**src/hdl/pcvs_pkg.sv**
```systemverilog
// Shared constants, codes and types for the path corridor visited splice unit.
// No dependencies; imported by every module of the block.
`timescale 1ns / 1ps

package pcvs_pkg;

  localparam int MAX_CORRIDOR = 256;
  localparam int MAX_VISITED  = 16;

  localparam int REF_W  = 32;
  localparam int RIDX_W = 8;
  localparam int LEN_W  = 9;

  localparam int CA_W  = $clog2(MAX_CORRIDOR);
  localparam int CC_W  = $clog2(MAX_CORRIDOR + 1);
  localparam int VA_W  = (MAX_VISITED > 1) ? $clog2(MAX_VISITED) : 1;
  localparam int VC_W  = $clog2(MAX_VISITED + 1);
  localparam int CMP_W = (CC_W > RIDX_W) ? CC_W : RIDX_W;
  localparam int SZ_W  = ((CC_W > VC_W) ? CC_W : VC_W) + 1;

  typedef enum logic [1:0] {
    MODE_COR  = 2'd0,
    MODE_VIS  = 2'd1,
    MODE_READ = 2'd2,
    MODE_NOP  = 2'd3
  } mode_t;

  typedef enum logic [9:0] {
    ST_IDLE   = 10'b00_0000_0001,
    ST_RD     = 10'b00_0000_0010,
    ST_SC_RD  = 10'b00_0000_0100,
    ST_SC_CMP = 10'b00_0000_1000,
    ST_CALC   = 10'b00_0001_0000,
    ST_CLIP   = 10'b00_0010_0000,
    ST_MV_RD  = 10'b00_0100_0000,
    ST_MV_WR  = 10'b00_1000_0000,
    ST_VW     = 10'b01_0000_0000,
    ST_DONE   = 10'b10_0000_0000
  } state_t;

  typedef struct packed {
    logic             en;
    logic             first;
    logic             last;
    logic [REF_W-1:0] poly_ref;
  } vis_app_t;

  typedef struct packed {
    logic            ovf;
    logic [VC_W-1:0] nvis;
  } vis_stat_t;

  typedef struct packed {
    logic            hit;
    logic [VA_W-1:0] idx;
  } vis_hit_t;

endpackage

```
**src/hdl/pcvs_vis_list.sv**
```systemverilog
// Visited list: register file with fill count, parallel match against one
// corridor entry (lowest index wins) and one indexed read. Depends on pcvs_pkg.
`timescale 1ns / 1ps

module pcvs_vis_list
  import pcvs_pkg::*;
(
  input  logic             clk,
  input  logic             rst_n,
  input  vis_app_t         app,
  output vis_stat_t        stat,
  input  logic [VC_W-1:0]  cmp_nvis,
  input  logic [REF_W-1:0] cmp_ref,
  output vis_hit_t         hit,
  input  logic [VA_W-1:0]  rd_idx,
  output logic [REF_W-1:0] rd_ref
);

  logic [REF_W-1:0] vis_mem [MAX_VISITED];
  logic [VC_W-1:0]  cnt_r;
  logic [VC_W-1:0]  cnt_nxt;
  logic [VC_W-1:0]  eff;
  logic             fits;

  always_comb begin
    eff      = app.first ? '0 : cnt_r;
    fits     = (eff < VC_W'(MAX_VISITED));
    stat.ovf = !fits;
    stat.nvis = fits ? (eff + VC_W'(1)) : eff;
    cnt_nxt  = cnt_r;
    if (app.en) begin
      cnt_nxt = app.last ? '0 : stat.nvis;
    end
  end

  always_ff @(posedge clk) begin
    if (!rst_n) begin
      cnt_r <= '0;
    end else begin
      cnt_r <= cnt_nxt;
    end
  end

  always_ff @(posedge clk) begin
    if (app.en && fits) begin
      vis_mem[eff[VA_W-1:0]] <= app.poly_ref;
    end
  end

  always_comb begin
    hit.hit = 1'b0;
    hit.idx = '0;
    for (int j = MAX_VISITED - 1; j >= 0; j--) begin
      if ((VC_W'(j) < cmp_nvis) && (vis_mem[j] == cmp_ref)) begin
        hit.hit = 1'b1;
        hit.idx = VA_W'(j);
      end
    end
  end

  assign rd_ref = vis_mem[rd_idx];

endmodule

```
**config.mk**
```make
export PLATFORM = sky130hd
export DESIGN_NAME = pcvs_vis_list
export DESIGN_NICKNAME = d
export VERILOG_FILES = /design/src/hdl/pcvs_pkg.sv /design/src/hdl/pcvs_vis_list.sv
export SDC_FILE = /design/constraint.sdc
export NUM_CORES = 1
export LEC_CHECK = 0
export BUFFER_PORTS_ARGS = -buffer_cell sky130_fd_sc_hd__buf_4
export CORE_UTILIZATION = 45
export CTS_CLUSTER_DIAMETER = 200
export DETAILED_ROUTE_END_ITERATION = 7
export PLACE_DENSITY = 0.66
export RECOVER_POWER = 100
export SYNTH_ARGS = -nofsm -noshare
export SYNTH_HDL_FRONTEND = slang
export SYNTH_SLANG_ARGS = --single-unit
```
**constraint.sdc**
```tcl
create_clock -name clk -period 6.1 [get_ports clk]
set_clock_uncertainty 0.05 [all_clocks]
set_input_delay 1.22 -clock clk [delete_from_list [all_inputs] [get_ports clk]]
set_output_delay 1.22 -clock clk [all_outputs]
set_load 0.005 [all_outputs]
```
==> impl_metrics.toml, run 1 <==
[pwr]
pwr_density_cell_mw_per_mm2 = 273
ir_worst_vdd_uv = 217
power.total_mw = 7.92
p_leak_nw = 9.17

[synth]
async_flop_share_pct = 0
syn_area_per_cell_um2 = 16.2
synth_edf_count = 512
synth-main-ff-cell = "edfxtp_1"
ys_seq_area_share_pct = 59.8
ys_warn_count = 0
synthDistinctLibCells = 47
syn_nets = 1676
syn_inst = 1594
synth.cell_area_mm2 = 0.0259
synth_seq_cells = 517

[cts]
cts_num_sinks = 517
cts_max_level = 2
clk-insertion-delay-late_ns = 0.61
cts_buffer_depth = 3
postCtsSetupBuffers = 0
clk_pin_slew_worst_paths_ns = 0.06
cts_root_buf = "clkbuf_16"
postCtsHoldBufs = 0
cts_resized = 0
tritoncts = "done"
numCtsBuffers = 56

[layout]
layout_common_cells = "edfxtp_1 (512), xor2_1 (316), xnor2_1 (198), mux4_2 (160), nor4_1 (83)"
n_fill_cell = 4804
final_core_util_pct = 51.2
multi_input_area_mm2 = 0.00986
syn_to_final_growth_pct = 12.0
drive_gt1_share_pct = 19.2
seq_area_mm2 = 0.0155
design_area_mm2 = 0.0290
layout.nets = 1789
final_common_cell = "edfxtp_1"

[place]
post-place-ws_ns = 0.795
dp_hpwl_um = 79000
globalplace.congestion = 1.10
post_dp_cell_area_mm2 = 0.0277
io_buffers = 120

[setup_path]
crit_required_ns = 4.83
crit_fanout = 65
arrival_ns = 4.48
critPathLaunchType = "input pin"
cp_common_cell = "mux4_2"
slowest_delay_ns = 1.75
cp_num_buf_inv = 3
critPathSlowestCell = "clkbuf_2"
critPathTopFamily = "buffers and inverters"
crit_chain = "clkbuf_2 -> buf_12 -> mux4_2 -> mux4_2 -> clkbuf_4"
cp-end-kind = "output pin"
critPathKind = "in2out"

[die]
num_io_pins = 121
die_x_um = 242
coreArea_mm2 = 0.0566
dieArea_mm2 = 0.0585
die_h_um = 242
num_rows = 87
start_util_pct = 45.7

[sta]
period_share_pct = 94.3
hold_viol = 0
period_needed_ns = 5.75
setup_viol = 0
fmax_mhz = 174
rsz0062_at_grt = "false"
final.setup.worst_slack_ns = 0.350
fin_setup_tns_ns = 0
tightestPinTransition_ns = 3.64
drv_slew = 489
slew_headroom_pct = -144

[drt]
post-route-drc-count = 0
routed_via_density = 6.71
ant_nets = 0
vias = 16800
wire_per_inst_um = 42.5
drt_iter0_drc = 2739
drt_pass1_iterations = 5
wirelength_um = 107000

[run]
drv_cap = 21

[global_routing]
grt_pass1_wl_um = 141000
grt_max_degree = 66
grt.overflow.total = 0
grt_pass1_vias = 16000
antenna_found_initial = 13
groute.usage.overall_pct = 36.1

[min_path]
hold_path_class = "reg2reg"

[run_status]
violations = "max-capacitance violations, max-slew violations"
status = "finished, violations left"
==> cell usage after synthesis (3+ instances only) <==
cell / number / area share [%]
nor4_1: 83 / 2.0
nand4_1: 61 / 1.5
o21ai_0: 3 / 0.058
buf_6: 7 / 0.30
buf_2: 56 / 1.1
clkbuf_1: 27 / 0.39
a31oi_1: 3 / 0.073
nor2_1: 28 / 0.41
buf_1: 14 / 0.20
or3_1: 4 / 0.097
nand3_1: 15 / 0.29
dfxtp_1: 5 / 0.39
nor3_1: 17 / 0.33
xor2_1: 316 / 11
mux4_2: 160 / 14
xnor2_1: 198 / 6.7
nor2b_1: 6 / 0.15
edfxtp_1: 512 / 59
o21a_1: 3 / 0.087
inv_1: 10 / 0.15
a21oi_1: 12 / 0.23
ha_1: 4 / 0.19
nand2_1: 17 / 0.25
==> per-layer routing <==
metal | global-route usage (%) | part of all wire (%)
met3 | 10.5 | 13
met4 | 17.1 | 5.9
met5 | 0 | 0.065
met1 | 50.3 | 38
met2 | 52.1 | 43
==> metrics by stage <==
| stage | hold WS (ns) | cells |
|---|---|---|
| after detailed placement | 0.623 | 2405 |
| final | 0.636 | 2509 |
| after global routing | 0.675 | 2503 |
| after CTS | 0.641 | 2503 |
| after global placement | 0.608 | 2405 |
| after floorplan | 0.563 | 1594 |
==> final timing paths <==
kind	start	endpoint	slack (ns)	cells after the start
max	rd_idx[1]	rd_ref[5]	0.35	5
min	cnt_r[0]	cnt_r[0]	0.64	2
max reg2reg	cnt_r[4]	vis_mem[2][25]	1.26	4
min reg2reg	cnt_r[0]	cnt_r[0]	0.64	2
==> registers in the layout, indices dropped and copies added, names as in the netlist <==
name	count
vis_mem	512
cnt_r	5
==> worst register-to-register path: stages (launching register included) <==
cell,delay (ns)
dfxtp_1,0.38
nor3_1,0.20
o21ai_0,0.26
nor2_1,2.39
clkbuf_1,1.15
==> report_power, final <==
part           switching, mW  leakage, nW  internal, mW
logic                  0.531         3.71         0.268
registers             0.0138         4.67          3.93
clock network           1.44        0.796          1.74
==> logic make-up (layout without fill, tap and decap cells) <==
family,count (synthesis),in the layout,synth area share (%)
AO/OA/AOI/OAI,38,38,1.12
AND/OR/NAND/NOR,243,243,5.35
adder cells (fa/ha/maj),4,4,0.193
XOR/XNOR,514,514,17.4
other,0,6,0
multiplexers,161,161,14.0
buffers and inverters,117,270,2.20
flip-flops,517,517,59.8
==> cell type report <==
| cell class | instances | area share (%) |
|---|---|---|
| diodes | 6 | 0.0518 |
| repair buffers | 161 | 3.51 |
| well taps | 756 | 3.26 |
| inverters | 11 | 0.142 |
| multi-input cells | 960 | 34.0 |
| clock buffers | 70 | 5.09 |
| clock inverters | 28 | 0.552 |
| flip-flops and latches | 517 | 53.4 |
Note: power is estimated with default switching activity, not from simulation.
==> inputs of run 2 (changes only) <==
- CTS_BUF_LIST: default -> sky130_fd_sc_hd__clkbuf_4 sky130_fd_sc_hd__clkbuf_8
==> run 2 against run 1 <==
Net effect:
- the run still ends with max-capacitance violations, max-slew violations left
- non-clock buffer count is the same
- maximum frequency shrank 0.82%
- critical path depth grew 5
- utilization grew 0.12 points
- wire length grew 0.82%
- total power shrank 0.49%
- sequential share of layout area shrank 0.12 points
- critical endpoint is now hit[4]
- largest cell class unchanged
==> impl_metrics.toml, run 2 (synthesis gave the netlist of run 1 again) <==
[drt]
vias = 17000
ant_nets = 0
wirelength_um = 108000
routed_via_density = 6.64
drt_pass1_iterations = 5
wire_per_inst_um = 41.9
drt_iter0_drc = 2840
post-route-drc-count = 0

[run]
drv_cap = 22

[layout]
seq_area_mm2 = 0.0155
syn_to_final_growth_pct = 12.2
layout.nets = 1824
layout_common_cells = "edfxtp_1 (512), xor2_1 (316), xnor2_1 (198), mux4_2 (160), clkbuf_8 (95)"
final_common_cell = "edfxtp_1"
largest_register_ff_count = 512
finalNonFillerCells = 2564
drive_gt1_share_pct = 22.4
n_fill_cell = 4789
multi_input_area_mm2 = 0.00986
final_core_util_pct = 51.3

[setup_path]
arrival_ns = 4.53
worstSetupStartpoint = "cmp_ref[23]"
critPathKind = "in2out"
crit_fanout = 16
critPathSlowestCell = "nor4_1"
crit_chain = "clkbuf_2 -> xnor2_1 -> nand4_1 -> nor4_1 -> nand3_1 -> nor2b_1 -> nand2b_1 -> nor2_1 -> nand2_1 -> buf_4"
cp-end-kind = "output pin"
r2r-start = "cnt_r[4]"
crit_required_ns = 4.83
slowest_delay_ns = 0.96
critPathLaunchType = "input pin"
reg2reg_depth = 4

[die]
start_util_pct = 45.7
die_x_um = 242
coreArea_mm2 = 0.0566
die_h_um = 242
num_rows = 87
num_io_pins = 121
dieArea_mm2 = 0.0585

[cts]
postCtsHoldBufs = 0
cts_max_level = 3
cts_root_buf = "clkbuf_8"
numCtsBuffers = 91
clk-insertion-delay-late_ns = 0.68
tritoncts = "done"
cts_resized = 0
postCtsSetupBuffers = 0
clk_pin_slew_worst_paths_ns = 0.06
cts_num_sinks = 517
cts_buffer_depth = 3

[sta]
drv_slew = 489
rsz0062_at_grt = "false"
period_needed_ns = 5.80
tightestPinTransition_ns = 3.61
period_share_pct = 95.0
hold_viol = 0
fin_setup_tns_ns = 0
setup_viol = 0
slew_headroom_pct = -141
fmax_mhz = 172

[global_routing]
groute.usage.overall_pct = 36.5
antenna_found_initial = 11
grt_pass1_vias = 16300
grt_max_degree = 66
grt_pass1_wl_um = 142000
grt.overflow.total = 0

[run_status]
status = "finished, violations left"
violations = "max-capacitance violations, max-slew violations"

[place]
dp_hpwl_um = 79000
globalplace.congestion = 1.10
dp_cells = 2405
io_buffers = 120

[min_path]
hold_path_class = "reg2reg"
hold_path.startpoint = "cnt_r[0]"
hold_path_depth = 2

[pwr]
ir_worst_vdd_uv = 156
p_leak_nw = 9.28
pwr_density_cell_mw_per_mm2 = 271
==> run 2: cell types whose count changed in the layout (fill, tap and decap cells not counted), sizes merged <==
cell	change
clkbuf	+59
clkinv	-4
inv	+2
buf	-1
clkinvlp	-1
==> run 2: worst paths after layout <==
check,endpoint,slack (ns)
max,hit[4],0.30
min reg2reg,cnt_r[0],0.64
max reg2reg,vis_mem[2][18],1.16
min,cnt_r[0],0.64
==> run 2: metal layers <==
metal  GRT usage [%]  share of wire (%)  vias to the layer above
met2            52.2                 43                     1425
met4            19.3                5.9                       10
met1            49.6                 38                     8878
li1                -                  -                     6448
met5               0              0.064                        -
met3            11.7                 14                      264
==> run 2: per-stage QoR <==
stage	power (mW)	hold WS [ns]	instance area (µm²)	worst slack [ns]
floorplan	4.42	0.563	25900	1.72
global placement	4.81	0.608	27700	0.751
detailed placement	4.80	0.623	27700	0.795
CTS	7.88	0.641	29400	0.787
global route	8.03	0.675	29000	0.378
finish	7.88	0.643	29100	0.302
==> run 2: power by group <==
group | internal, mW | switching (mW) | total (mW) | leakage, nW
clock network | 1.66 | 1.47 | 3.14 | 0.902
logic | 0.269 | 0.531 | 0.800 | 3.71
registers | 3.93 | 0.0138 | 3.94 | 4.67
total | 5.86 | 2.02 | 7.88 | 9.28
==> run 2: critical path, delay by kind of cell <==
kind / cells / cell delay, ns
xor+xnor: 1 / 0.71
buf+inv: 2 / 0.48
simple gates: 7 / 2.08
==> run 2: area by class of cell <==
class,instances,area share [%]
multi-input combinational,960,33.9
inverter,11,0.142
antenna,6,0.0517
clock inverter,25,0.512
sequential,517,53.3
tap,756,3.26
timing repair buffer,161,3.50
clock buffer,128,5.33
==> inputs of run 3 (changes only) <==
- CORE_ASPECT_RATIO: default -> 1.1
==> run 3 against run 2 <==
Net effect:
- the run still ends with max-capacitance violations, max-slew violations left
- setup slack worse by 0.23 ns
- register-to-register slack improved by 0.06 ns
- first-iteration DRC count is 15% higher
- critical path depth rose by 1
- sequential power about the same
- non-clock buffer count increased by 13
- sequential share of layout area is 0.26 points lower
- hold slack got worse by 0.0057 ns
- combinational power up 2%
- die area hardly changed
- critical path type unchanged
- critical endpoint is now hit[0]
- largest cell class unchanged
==> impl_metrics.toml, run 3 (synthesis gave the netlist of run 1 again) <==
[min_path]
hold_path_depth = 2
hold_path.startpoint = "cnt_r[0]"
hold_path_class = "reg2reg"
hold_end = "cnt_r[0]"

[drt]
post-route-drc-count = 0
wirelength_um = 113000
vias = 17000
drt_iter0_drc = 3279
drt_pass1_iterations = 6
ant_nets = 0
routed_via_density = 6.66
wire_per_inst_um = 44.0

[setup_path]
r2r-start = "cnt_r[1]"
critPathLaunchType = "input pin"
crit_required_ns = 4.83
cp-end-kind = "output pin"
regToRegSetupSlack_ns = 1.22
reg2reg_to = "vis_mem[11][26]"
reg2reg_depth = 6
critPathKind = "in2out"
worstSetupStartpoint = "cmp_ref[29]"
crit_fanout = 16
arrival_ns = 4.76

[cts]
numCtsBuffers = 87
cts_resized = 0
clk-insertion-delay-late_ns = 0.69
cts_buffer_depth = 3
clk_pin_slew_worst_paths_ns = 0.07
postCtsHoldBufs = 0
cts_root_buf = "clkbuf_8"
tritoncts = "done"
cts_max_level = 3
cts_num_sinks = 517
postCtsSetupBuffers = 0

[layout]
layout_common_cells = "edfxtp_1 (512), xor2_1 (316), xnor2_1 (198), mux4_2 (160), clkbuf_8 (90)"
largest_register_ff_count = 512
drive_gt1_share_pct = 22.1
final_core_util_pct = 51.7
final_common_cell = "edfxtp_1"
layout.nets = 1833
syn_to_final_growth_pct = 12.8

[pwr]
pwr_density_cell_mw_per_mm2 = 279
ir_worst_vdd_uv = 172
p_leak_nw = 9.35

[sta]
period_needed_ns = 6.03
rsz0062_at_grt = "false"
fin_setup_tns_ns = 0
tightestPinTransition_ns = 3.56
slew_headroom_pct = -137
period_share_pct = 98.9
hold_viol = 0
fmax_mhz = 166
drv_slew = 505
setup_viol = 0

[run]
drv_cap = 26

[global_routing]
grt_max_degree = 51
antenna_found_initial = 8
grt_pass1_vias = 16400
groute.usage.overall_pct = 38.8
grt_pass1_wl_um = 148000
grt.overflow.total = 0

[place]
globalplace.congestion = 1.16
dp_hpwl_um = 83700
io_buffers = 120

[die]
die_x_um = 231
num_rows = 91
dieArea_mm2 = 0.0585
die_h_um = 254
coreArea_mm2 = 0.0565
start_util_pct = 45.8
num_io_pins = 121

[run_status]
violations = "max-capacitance violations, max-slew violations"
status = "finished, violations left"
==> run 3: area by class of cell <==
class	count	area [µm²]
fill	4818	27300
sequential	517	15500
multi-input combinational	960	9860
clock buffer	101	1320
timing repair buffer	174	1060
tap	744	931
clock inverter	50	503
inverter	11	41.3
antenna	2	5.00
==> run 3: where the power goes <==
part	internal, mW	leakage [nW]	switching (mW)
combinational	0.264	3.75	0.552
clock	1.90	0.932	1.50
sequential	3.93	4.67	0.0134
total	6.09	9.35	2.06
==> run 3: stage by stage <==
stage | std cells | area, µm² | setup WS (ns) | power (mW) | hold WS [ns]
after floorplan | 1594 | 25900 | 1.72 | 4.42 | 0.563
after global placement | 2406 | 27800 | 0.306 | 4.83 | 0.611
after detailed placement | 2406 | 27800 | 0.339 | 4.82 | 0.621
after CTS | 2557 | 29600 | 0.319 | 8.14 | 0.642
after global routing | 2558 | 29200 | 0.00871 | 8.28 | 0.680
final | 2559 | 29200 | 0.0685 | 8.15 | 0.638
==> run 3: per-layer routing <==
metal	share of wire, %	vias up	track usage, %
met4	5.4	14	18.8
li1	-	6479	-
met3	12	235	9.65
met1	39	8981	54.7
met2	43	1337	56.3
met5	0.086	-	0
==> run 3: worst max path at each step <==
stage | endpoint | slack (ns) | cells after the start
floorplan | hit[0] | 1.72 | 9
CTS | hit[0] | 0.32 | 12
detailed placement | hit[0] | 0.34 | 12
global route | hit[0] | 0.009 | 12
global placement | hit[0] | 0.31 | 12
finish | hit[0] | 0.07 | 11
==> run 3: critical path, cell delays in order <==
cell and delay [ns]:
clkbuf_2 0.49, xor2_1 0.22, nor4_1 0.91, nand4_1 0.28, a2111oi_0 0.56, clkbuf_1 0.28
and2b_1 0.23, o21ai_0 0.09, o32ai_2 0.12, buf_4 0.19, buf_4 0.14
